[config.mk]
export PLATFORM = sky130hd
export DESIGN_NAME = atqr_slab_div
export DESIGN_NICKNAME = d
export VERILOG_FILES = /design/src/hw/rtl/atqr_pkg.sv /design/src/hw/rtl/atqr_slab_div.sv
export SDC_FILE = /design/constraint.sdc
export NUM_CORES = 1
export LEC_CHECK = 0
export ABC_AREA = 1
export BUFFER_PORTS_ARGS = -buffer_cell sky130_fd_sc_hd__buf_4
export CAP_MARGIN = 20
export CORE_MARGIN = 2
export CORE_UTILIZATION = 55
export DETAILED_ROUTE_END_ITERATION = 6
export PLACE_DENSITY = 0.75
export SKIP_CTS_REPAIR_TIMING = 1
export SYNTH_ARGS = -nofsm -noshare
export SYNTH_HDL_FRONTEND = slang
export SYNTH_SLANG_ARGS = --single-unit
[constraint.sdc]
create_clock -name clock -period 3.32 [get_ports clock]
set_clock_uncertainty 0.1 [all_clocks]
set_input_delay 0.166 -clock clock [delete_from_list [all_inputs] [get_ports clock]]
set_output_delay 0.166 -clock clock [all_outputs]
set_load 0.03 [all_outputs]
[src/hw/rtl/atqr_pkg.sv]
// ----------------------------------------------------------------------------
// atqr_pkg
// Types and constants shared by the region query block.
// ----------------------------------------------------------------------------
package atqr_pkg;

   localparam int CoordBits  = 32;
   localparam int ResultCap  = 64;
   localparam logic signed [31:0] TOne    = 32'sh4000_0000;
   localparam logic signed [31:0] TSatMax = 32'sh7fff_ffff;
   localparam logic signed [31:0] TSatMin = 32'sh8000_0000;

   localparam logic [1:0] FUNC_LOAD = 2'd0;
   localparam logic [1:0] FUNC_RECT = 2'd1;
   localparam logic [1:0] FUNC_SEG  = 2'd2;

   typedef struct packed {
      logic signed [CoordBits-1:0] lo_x;
      logic signed [CoordBits-1:0] lo_z;
      logic signed [CoordBits-1:0] hi_x;
      logic signed [CoordBits-1:0] hi_z;
      logic                        leaf;
      logic [7:0]                  span;
   } node_type;

   typedef enum logic [2:0] {
      ST_IDLE, ST_READ, ST_EVAL, ST_SEGW, ST_STEP, ST_FINISH
   } walk_state_type;

   typedef enum logic [1:0] {
      SG_IDLE, SG_AXIS, SG_DIV
   } seg_state_type;

endpackage

[src/hw/rtl/atqr_slab_div.sv]
// ----------------------------------------------------------------------------
// atqr_slab_div
// Bit-serial divider for t = num * 2^30 / den, truncated, saturated to 32 bits.
// ----------------------------------------------------------------------------
module atqr_slab_div (
   input  logic               clock,
   input  logic               reset,
   input  logic               start,
   input  logic signed [32:0] num,
   input  logic signed [32:0] den,
   output logic               done,
   output logic signed [31:0] t
);
   import atqr_pkg::*;

   logic               busy_ff, busy_in;
   logic               done_ff, done_in;
   logic [4:0]         cnt_ff, cnt_in;
   logic [32:0]        rem_ff, rem_in;
   logic [32:0]        dabs_ff, dabs_in;
   logic [31:0]        sh_ff, sh_in;
   logic [31:0]        quo_ff, quo_in;
   logic               neg_ff, neg_in;
   logic               ovf_ff, ovf_in;
   logic [32:0]        nabs;
   logic [32:0]        dabs;
   logic [33:0]        trial;
   logic               ge;

   always_comb begin
      nabs    = num[32] ? 33'(-num) : 33'(num);
      dabs    = den[32] ? 33'(-den) : 33'(den);
      trial   = {rem_ff, sh_ff[31]};
      ge      = trial >= {1'b0, dabs_ff};
      busy_in = busy_ff;
      done_in = 1'b0;
      cnt_in  = cnt_ff;
      rem_in  = rem_ff;
      dabs_in = dabs_ff;
      sh_in   = sh_ff;
      quo_in  = quo_ff;
      neg_in  = neg_ff;
      ovf_in  = ovf_ff;
      if (start) begin
         busy_in = 1'b1;
         cnt_in  = '0;
         rem_in  = {2'b00, nabs[32:2]};
         sh_in   = {nabs[1:0], 30'd0};
         dabs_in = dabs;
         quo_in  = '0;
         neg_in  = num[32] ^ den[32];
         ovf_in  = {2'b00, nabs} >= {dabs, 2'b00};
      end else if (busy_ff) begin
         rem_in = ge ? 33'(trial - {1'b0, dabs_ff}) : trial[32:0];
         quo_in = {quo_ff[30:0], ge};
         sh_in  = {sh_ff[30:0], 1'b0};
         cnt_in = cnt_ff + 5'd1;
         if (cnt_ff == 5'd31) begin
            busy_in = 1'b0;
            done_in = 1'b1;
         end
      end
   end

   always_ff @(posedge clock) begin
      if (reset) begin
         busy_ff <= 1'b0;
         done_ff <= 1'b0;
      end else begin
         busy_ff <= busy_in;
         done_ff <= done_in;
      end
      cnt_ff  <= cnt_in;
      rem_ff  <= rem_in;
      dabs_ff <= dabs_in;
      sh_ff   <= sh_in;
      quo_ff  <= quo_in;
      neg_ff  <= neg_in;
      ovf_ff  <= ovf_in;
   end

   always_comb begin
      if (ovf_ff) begin
         t = neg_ff ? TSatMin : TSatMax;
      end else if (neg_ff) begin
         t = (quo_ff > 32'h8000_0000) ? TSatMin : 32'(-quo_ff);
      end else begin
         t = quo_ff[31] ? TSatMax : $signed(quo_ff);
      end
   end

   assign done = done_ff;

endmodule

==> results.cfg, run 1 <==
[routing]
wirelength_um = 27200
initialDrtViolationCount = 858
final_antenna_net_count = 0
first_pass_iters = 5
viasPerCell = 5.56
remaining_drc_errors = 0
wire_per_inst_um = 15.5
vias = 9742

[global_routing]
grt_pass1_wl_um = 44400
grt_max_degree = 70
grt-ovfl-total = 0
grt_usage = 0.277
grt_pass1_vias = 9264
antenna_found_initial = 0

[worst_hold_path]
hp-class = in2reg

[clocking]
root_buffer = clkbuf_16
clockBufferDepth = 2
cts_sinks = 109
cts_tree = built
insertion_delay_ns = 0.36
cts.clk_slew.worst_paths_ns = 0.07
numCtsBuffers = 9
htreeDepth = 3

[die]
ios = 102
die_x_um = 140
start_util = 0.566
num_rows = 49
die_h_um = 140
coreArea_mm2 = 0.0181
die_area_mm2 = 0.0197

[final_layout]
area_growth_pct = 12.4
fillers = 1683
fin_nets = 1658
layout-drive-gt1-share = 0.146
n_antenna_cell = 0

[power]
total_power_w = 0.00618
p_leak_nw = 5.53
power.density_mw_per_mm2 = 537
ir_drop_v = 0.000311

[timing]
final_max_slew_viol_count = 0
worst_pin_slew_ns = 0.954
final.setup.tns_ns = 0
timing.hold.ws_ns = 0.0669
fin_crit_ns = 3.07
clock.fmax_ghz = 0.326
grt_setup_unrepaired = false
hold_viol_final = 0
postLayoutSetupSlackWorst_ns = 0.250
relSlewSlack = 0.363
finalCritPeriodShare = 0.925
finalSetupViolations = 0

[logic_synthesis]
yosysTopAreaCell = edfxtp_1
ys_async_sr_fraction = 0
syn_nets = 1565
syn_avg_cell_area_um2 = 7.18
synth_area_leaders = edfxtp_1, nand2_1, ha_1, inv_1, dfxtp_1
synth_most_common_cell = nand2_1
yosys_warnings = 0
syn_area_mm2 = 0.0102
ys_ff_latch = 109
synth.distinct_cells = 61
syn_inst = 1426
synth-main-ff-cell = edfxtp_1
synth_top_area_frac = 0.199
synth_edf_count = 68
seq_area_frac_synth = 0.280
synthTopCellsByCount = nand2_1, inv_1, nor2_1

[placed_design]
hpwl_um = 21800
place_congestion = 0.953
dp_worst_setup_slack_ns = 0.109
io_buffers = 101

[setup_path]
path_class = reg2out
worstPathRequired_ns = 3.05
start_kind = register
critPathCaptureType = output pin
cp_data_arrival_time_ns = 2.80
cp_max_fo = 9

[job]
maxCapViolCount = 0

[status]
status = completed
==> worst max-delay path, stage by stage, from the launching register on <==
cell and delay (ns):
dfxtp_1 0.31, inv_1 0.12, ha_1 0.27, nand4_4 0.15, nor3_4 0.18, inv_2 0.08
nor2_2 0.13, nand3_1 0.10, a21oi_2 0.22, nand2_2 0.18, inv_1 0.25, nand3_1 0.13
o211ai_1 0.13, buf_4 0.20
==> sequential cells by signal, summed over array words and instances, names as in the netlist <==
signal,count
dabs_ff,33
rem_ff,33
quo_ff,32
cnt_ff,5
sh_ff,2
busy_ff,1
done,1
neg_ff,1
ovf_ff,1
==> cells by family after synthesis <==
family	after synthesis	share of synthesized area
AOI/OAI and AO/OA	212	0.133
xor gates and xnor gates	98	0.0838
adders and majority gates	70	0.0863
buffers and inverters	268	0.107
DFF	109	0.280
and+or+nand+nor	669	0.310
==> layer usage <==
layer  part of all wire  vias to the layer above  global-route usage  wire [µm]
met5                  0                        -                   0          0
met4              0.034                        0               0.117        916
met3              0.062                       59              0.0318       1700
met2               0.44                      386               0.447      12100
met1               0.46                     4373               0.379      12500
li1                   -                     4924                   -          -
==> worst paths after layout <==
path         cells after the start          end       start  slack [ns]
max                             13         t[4]   quo_ff[0]        0.25
min                              2  dabs_ff[26]     den[26]        0.07
max reg2reg                     16   rem_ff[24]  dabs_ff[0]        0.32
min reg2reg                      2   rem_ff[31]  rem_ff[31]        0.38
==> stage by stage <==
| stage | instances | area, µm² | utilization |
|---|---|---|---|
| floorplan | 1426 | 10200 | - |
| global placement | 1733 | 11200 | 0.617 |
| detailed placement | 1733 | 11200 | 0.617 |
| CTS | 1749 | 11500 | 0.634 |
| global route | 1753 | 11500 | 0.636 |
| finish | 1753 | 11500 | 0.636 |
==> layout make-up <==
| class | count | area (µm²) | area share |
|---|---|---|---|
| clock buffer | 10 | 229 | 0.0199 |
| clock inverter | 6 | 70.1 | 0.00609 |
| tap | 229 | 287 | 0.0249 |
| multi-input combinational | 1049 | 6280 | 0.546 |
| timing repair buffer | 119 | 913 | 0.0794 |
| inverter | 231 | 867 | 0.0753 |
| sequential | 109 | 2860 | 0.249 |
==> cells in the final DEF, fill, tap and decap left out, types with 8 or more instances in the layout <==
cell	count
o221ai_1	17
o21ai_0	44
nand3_2	8
nor2_2	10
edfxtp_1	68
a21oi_1	51
nand3_1	88
buf_4	115
o21ai_1	16
clkbuf_16	9
nand2_2	32
nor2_1	132
nand4_1	17
nand3b_1	33
dfxtp_1	41
xor2_1	71
xnor2_1	27
nor4_1	16
inv_2	12
inv_1	218
nand2_1	291
nor3_1	21
o22ai_1	31
ha_1	69
==> where the power goes <==
part,internal (W),total (W),switching [W]
Sequential,0.00166,0.00175,0.0000874
Combinational,0.00120,0.00332,0.00213
Clock,0.000592,0.00110,0.000512
Total,0.00345,0.00618,0.00273
Note: power is estimated with default switching activity, not from simulation.
==> run 2: changes to the inputs <==
- BUFFER_PORTS_ARGS: -buffer_cell sky130_fd_sc_hd__buf_4 -> -buffer_cell sky130_fd_sc_hd__buf_2
==> run 2 against run 1 <==
Against the previous run:
- the flow now finishes with violations (hold timing)
- hold slack got worse by 0.089 ns
- fmax rose by 0.30%
- critical path type unchanged
- sequential share of layout area rose by 0.65 points
- clock power fell by 7%
- total power fell by 2.6%
- cell count barely moved
- largest power group unchanged
==> results.cfg, run 2 (same netlist as run 1, synthesis figures left out) <==
[status]
status = finished with violations
failed_checks = hold timing

[final_layout]
final_util = 0.620
layout_commonest_cell = nand2_1
reg_top3 = dabs_ff: 33 flops, rem_ff: 33 flops, quo_ff: 32 flops
final_cell_mix = nand2_1, inv_1, nor2_1
area_growth_pct = 9.57
n_antenna_cell = 0
regArea_mm2 = 0.00286
layout-drive-gt1-share = 0.146
multi_input_area_mm2 = 0.00629
fin_nets = 1657
fillers = 1731

[clocking]
htreeDepth = 3
insertion_delay_ns = 0.36
numCtsBuffers = 9
cts_tree = built
cts_sinks = 109
cts.clk_slew.worst_paths_ns = 0.07
root_buffer = clkbuf_16
clockBufferDepth = 2

[global_routing]
grt_pass1_vias = 9382
grt_pass1_wl_um = 45100
grt_max_degree = 69
grt_usage = 0.284
grt-ovfl-total = 0
antenna_found_initial = 0

[placed_design]
dp_worst_setup_slack_ns = 0.0857
place_congestion = 0.973
io_buffers = 101
hpwl_um = 21900

[power]
power.density_mw_per_mm2 = 537
ir_drop_v = 0.000304
switchingPower_w = 0.00269
power_frac_comb = 0.539
p_sw_frac = 0.446
total_power_w = 0.00602
pwr-share-clk = 0.170
p_int_w = 0.00333
seqPwrFrac = 0.291
p_leak_nw = 5.43

[timing]
grt_setup_unrepaired = false
finalCritPeriodShare = 0.922
final.setup.tns_ns = 0
finalSetupViolations = 0
relSlewSlack = 0.361
fin_crit_ns = 3.06
worst_pin_slew_ns = 0.957
final_max_slew_viol_count = 0
hold_viol_final = 1
timing.hold.ws_ns = -0.0224
clock.fmax_ghz = 0.327
postLayoutSetupSlackWorst_ns = 0.259

[setup_path]
worstPathRequired_ns = 3.05
path_class = reg2out
start_kind = register
cp_max_fo = 15
critPathCaptureType = output pin
cp_data_arrival_time_ns = 2.79

[die]
die_area_mm2 = 0.0197
num_rows = 49
coreArea_mm2 = 0.0181
die_x_um = 140
ios = 102
die_h_um = 140
start_util = 0.566

[worst_hold_path]
hp-class = in2reg

[routing]
initialDrtViolationCount = 680
wire_per_inst_um = 15.4
viasPerCell = 5.54
first_pass_iters = 5
remaining_drc_errors = 0
vias = 9712
final_antenna_net_count = 0
wirelength_um = 27100

[job]
maxCapViolCount = 0
run 2: cell count changes in the layout (fill, tap and decap cells not counted), sizes merged:
cell	change
bufinv	-1
clkbuf	+2
clkinv	-2
clkinvlp	+2
dlygate4sd3	-1
inv	-1
run 2: final timing paths:
path | startpoint | end | slack, ns | depth (start not counted)
min reg2reg | rem_ff[31] | rem_ff[31] | 0.38 | 2
max | quo_ff[0] | t[18] | 0.26 | 12
min | num[0] | sh_ff[30] | -0.02 | 3
max reg2reg | dabs_ff[0] | rem_ff[24] | 0.37 | 16
run 2: area by class of cell:
cell class | count | area share
Inverter | 231 | 0.0773
Tap cell | 229 | 0.0255
Clock buffer | 12 | 0.0220
Multi-Input combinational cell | 1049 | 0.560
Clock inverter | 4 | 0.00279
Sequential cell | 109 | 0.255
Timing Repair Buffer | 118 | 0.0569
run 2: layer usage:
layer	routed length, µm	track usage
met1	12500	0.385
met2	11800	0.459
met3	1490	0.0253
met4	1200	0.140
met5	0	0
run 2: per-stage QoR:
step,hold slack [ns],std cells,area [µm²]
2_1_floorplan,0.142,1426,10200
6_report,-0.0224,1752,11200
3_3_place_gp,0.252,1734,10900
3_5_place_dp,0.253,1734,10900
4_1_cts,-0.129,1750,11200
5_1_grt,0.00523,1752,11200
run 2: worst max-delay path, cell delays in order, from the launching register on:
cell and delay [ns]:
dfxtp_1 0.32, inv_1 0.12, ha_1 0.28, nand4_4 0.16, nor3_4 0.19, inv_2 0.07
nor2_2 0.14, nand3_1 0.11, a21oi_2 0.26, nand2_4 0.17, buf_4 0.23, o221ai_1 0.17
buf_2 0.23
run 2: power groups by stage:
stage | combinational [W] | clock [W] | sequential [W]
4_1_cts | 0.00322 | 0.00104 | 0.00175
5_1_grt | 0.00362 | 0.00110 | 0.00177
2_1_floorplan | 0.00257 | 0 | 0.00175
3_5_place_dp | 0.00321 | 0 | 0.00177
6_report | 0.00325 | 0.00102 | 0.00175
3_3_place_gp | 0.00316 | 0 | 0.00177
==> run 3: changes to the inputs <==
- ABC_AREA: 1 -> 0
- PLACE_DENSITY: 0.75 -> 0.76
==> run 3 against run 2 <==
Against the previous run:
- the flow finishes with violations (setup timing)
- sequential share of layout area shrank 2.7 points
- fmax shrank 25%
- synthesized cell count down 23%
- die area down 10%
- worst setup slack worse by 1.0 ns
- critical endpoint is now ovf_ff
- total power is 1.5% lower
- core utilization increased by 14 points
- cell area grew 12%
- first-iteration DRC count rose by 19%
- sequential power hardly changed
- cell count fell by 12%
- non-clock buffer count increased by 145
- largest power group unchanged
==> results.cfg, run 3 <==
[logic_synthesis]
syn_nets = 1241
syn_area_mm2 = 0.00919
syn_avg_cell_area_um2 = 8.34
yosysTopAreaCell = edfxtp_1
synth_fa_ha_area_frac = 0.0961
synthMuxAreaShare = 0.0404
synth_most_common_cell = nor2_1
synth-simple-area-share = 0.196
syn_inst = 1102
ys_async_sr_fraction = 0
synth_top_area_frac = 0.222
yosys_warnings = 0
synthTopCellsByCount = nor2_1, nand2_1, inv_1
synth_edf_count = 68
synth.distinct_cells = 70
synth-main-ff-cell = edfxtp_1
synth_area_leaders = edfxtp_1, ha_1, dfxtp_1, xnor2_1, nor2_1
synth_xor_area_frac = 0.0847
ys_ff_latch = 109
synth_top_family_by_area = compound AO/OA/AOI/OAI gates
synth_compound_area_frac = 0.214
seq_area_frac_synth = 0.312

[setup_path]
worstPathRequired_ns = 3.39
cp_data_arrival_time_ns = 4.12
worst-r2r-cell-count = 10
start_kind = primary input
critPathCaptureType = register
cp_max_fo = 4
reg2reg_slack_ns = 0.12
reg2reg_to = rem_ff[27]
slowest_stage = or4_4
path_class = in2reg
worstReg2RegStart = rem_ff[2]
slowest_delay_ns = 0.50
cp_common_cell = or3_4
path_cells = buf_12 > inv_12 > ha_4 > or2b_4 > or4_4 > or3_4 > or3_4 > or3_4 > and2_4 > xnor2_4 > ha_4 > nand3_2 > or2_4 > a211oi_2 > a211oi_2 > a221oi_2 > nor2_1 > a2111oi_2

[global_routing]
antenna_found_initial = 0
grt_pass1_vias = 8145
grt_max_degree = 55
grt-ovfl-total = 0
grt_usage = 0.260
grt_pass1_wl_um = 38400

[die]
coreArea_mm2 = 0.0165
start_util = 0.558
ios = 102
num_rows = 47
die_h_um = 133
die_area_mm2 = 0.0178
die_x_um = 133

[timing]
postLayoutSetupSlackWorst_ns = -0.736
grt_setup_unrepaired = true
finalSetupViolations = 32
worst_pin_slew_ns = 0.927
finalCritPeriodShare = 1.22
hold_viol_final = 0
fin_crit_ns = 4.06
relSlewSlack = 0.382
final.setup.tns_ns = -13.54
final_max_slew_viol_count = 0
clock.fmax_ghz = 0.247

[routing]
vias = 9176
wirelength_um = 27200
final_antenna_net_count = 0
initialDrtViolationCount = 806
wire_per_inst_um = 17.6
first_pass_iters = 6
remaining_drc_errors = 0
viasPerCell = 5.93

[placed_design]
dp_worst_setup_slack_ns = -1.18
hpwl_um = 17900
place_congestion = 0.907
place_area_mm2 = 0.0112
io_buffers = 101

[job]
maxCapViolCount = 0

[clocking]
htreeDepth = 3
cts.clk_slew.worst_paths_ns = 0.07
numCtsBuffers = 9
cts_tree = built
insertion_delay_ns = 0.36
clockBufferDepth = 2
root_buffer = clkbuf_16
cts_sinks = 109

[worst_hold_path]
worstHoldPathCells = 2
whs_endpoint = dabs_ff[0]
hp-class = in2reg
hp-start = den[0]

[power]
total_power_w = 0.00593
p_leak_nw = 5.46
power.density_mw_per_mm2 = 471
ir_drop_v = 0.000331

[final_layout]
layout_commonest_cell = buf_4
regArea_mm2 = 0.00287
final_cell_mix = buf_4, nor2_1, nand2_1
multi_input_area_mm2 = 0.00668
reg_top3 = dabs_ff: 33 flops, rem_ff: 33 flops, quo_ff: 32 flops
n_antenna_cell = 0
layout-drive-gt1-share = 0.299
fillers = 1112
area_growth_pct = 37.0
fin_nets = 1462
final_util = 0.764
stdcell_area_mm2 = 0.0126

[status]
status = finished with violations
failed_checks = setup timing
run 3: cells by family after synthesis:
family | Yosys count
simple gates | 360
compound gates | 298
flops | 109
buf+inv | 140
mux | 37
xor+xnor | 88
fa+ha+maj | 70
run 3: critical path: cells and delay by family:
family | cells | cell delay [ns]
buffers and inverters | 2 | 0.15
AOI/OAI and AO/OA | 4 | 0.80
adders and majority gates | 2 | 0.38
xor gates and xnor gates | 1 | 0.13
and+or+nand+nor | 9 | 2.47
run 3: layout make-up:
cell class,count,area share
Clock inverter,7,0.00457
Multi-Input combinational cell,853,0.531
Tap cell,220,0.0219
Inverter,87,0.0271
Timing Repair Buffer,263,0.170
Clock buffer,9,0.0179
Sequential cell,109,0.228
run 3: power breakdown:
group	leakage (nW)	total, W	switching (W)	internal [W]
sequential	1.00	0.00172	0.0000789	0.00164
clock	0.136	0.00104	0.000516	0.000520
combinational	4.32	0.00318	0.00177	0.00141
total	5.46	0.00593	0.00236	0.00357
run 3: worst max path at each step:
stage,endpoint,slack (ns),cells past startpoint,from
2_1_floorplan,ovf_ff,-0.82,17,den[1]
3_3_place_gp,ovf_ff,-1.09,18,den[1]
3_5_place_dp,ovf_ff,-1.18,18,den[1]
4_1_cts,ovf_ff,-0.82,18,den[1]
5_1_grt,ovf_ff,-0.94,18,den[1]
6_report,ovf_ff,-0.74,18,den[1]
run 3: per-layer routing:
layer  vias to the layer above  wire length (µm)  track usage
met4                         0              1140        0.101
met1                      4270             11400        0.359
li1                       4459                 -            -
met5                         -                 0            0
met2                       363             13300        0.430
met3                        84              1390       0.0183
run 3: metrics by stage:
step                      cells  hold WS [ns]
final                      1548        0.0232
after global routing       1548        0.0226
after CTS                  1525       -0.0997
after detailed placement   1509         0.277
after global placement     1509         0.274
after floorplan            1102         0.138
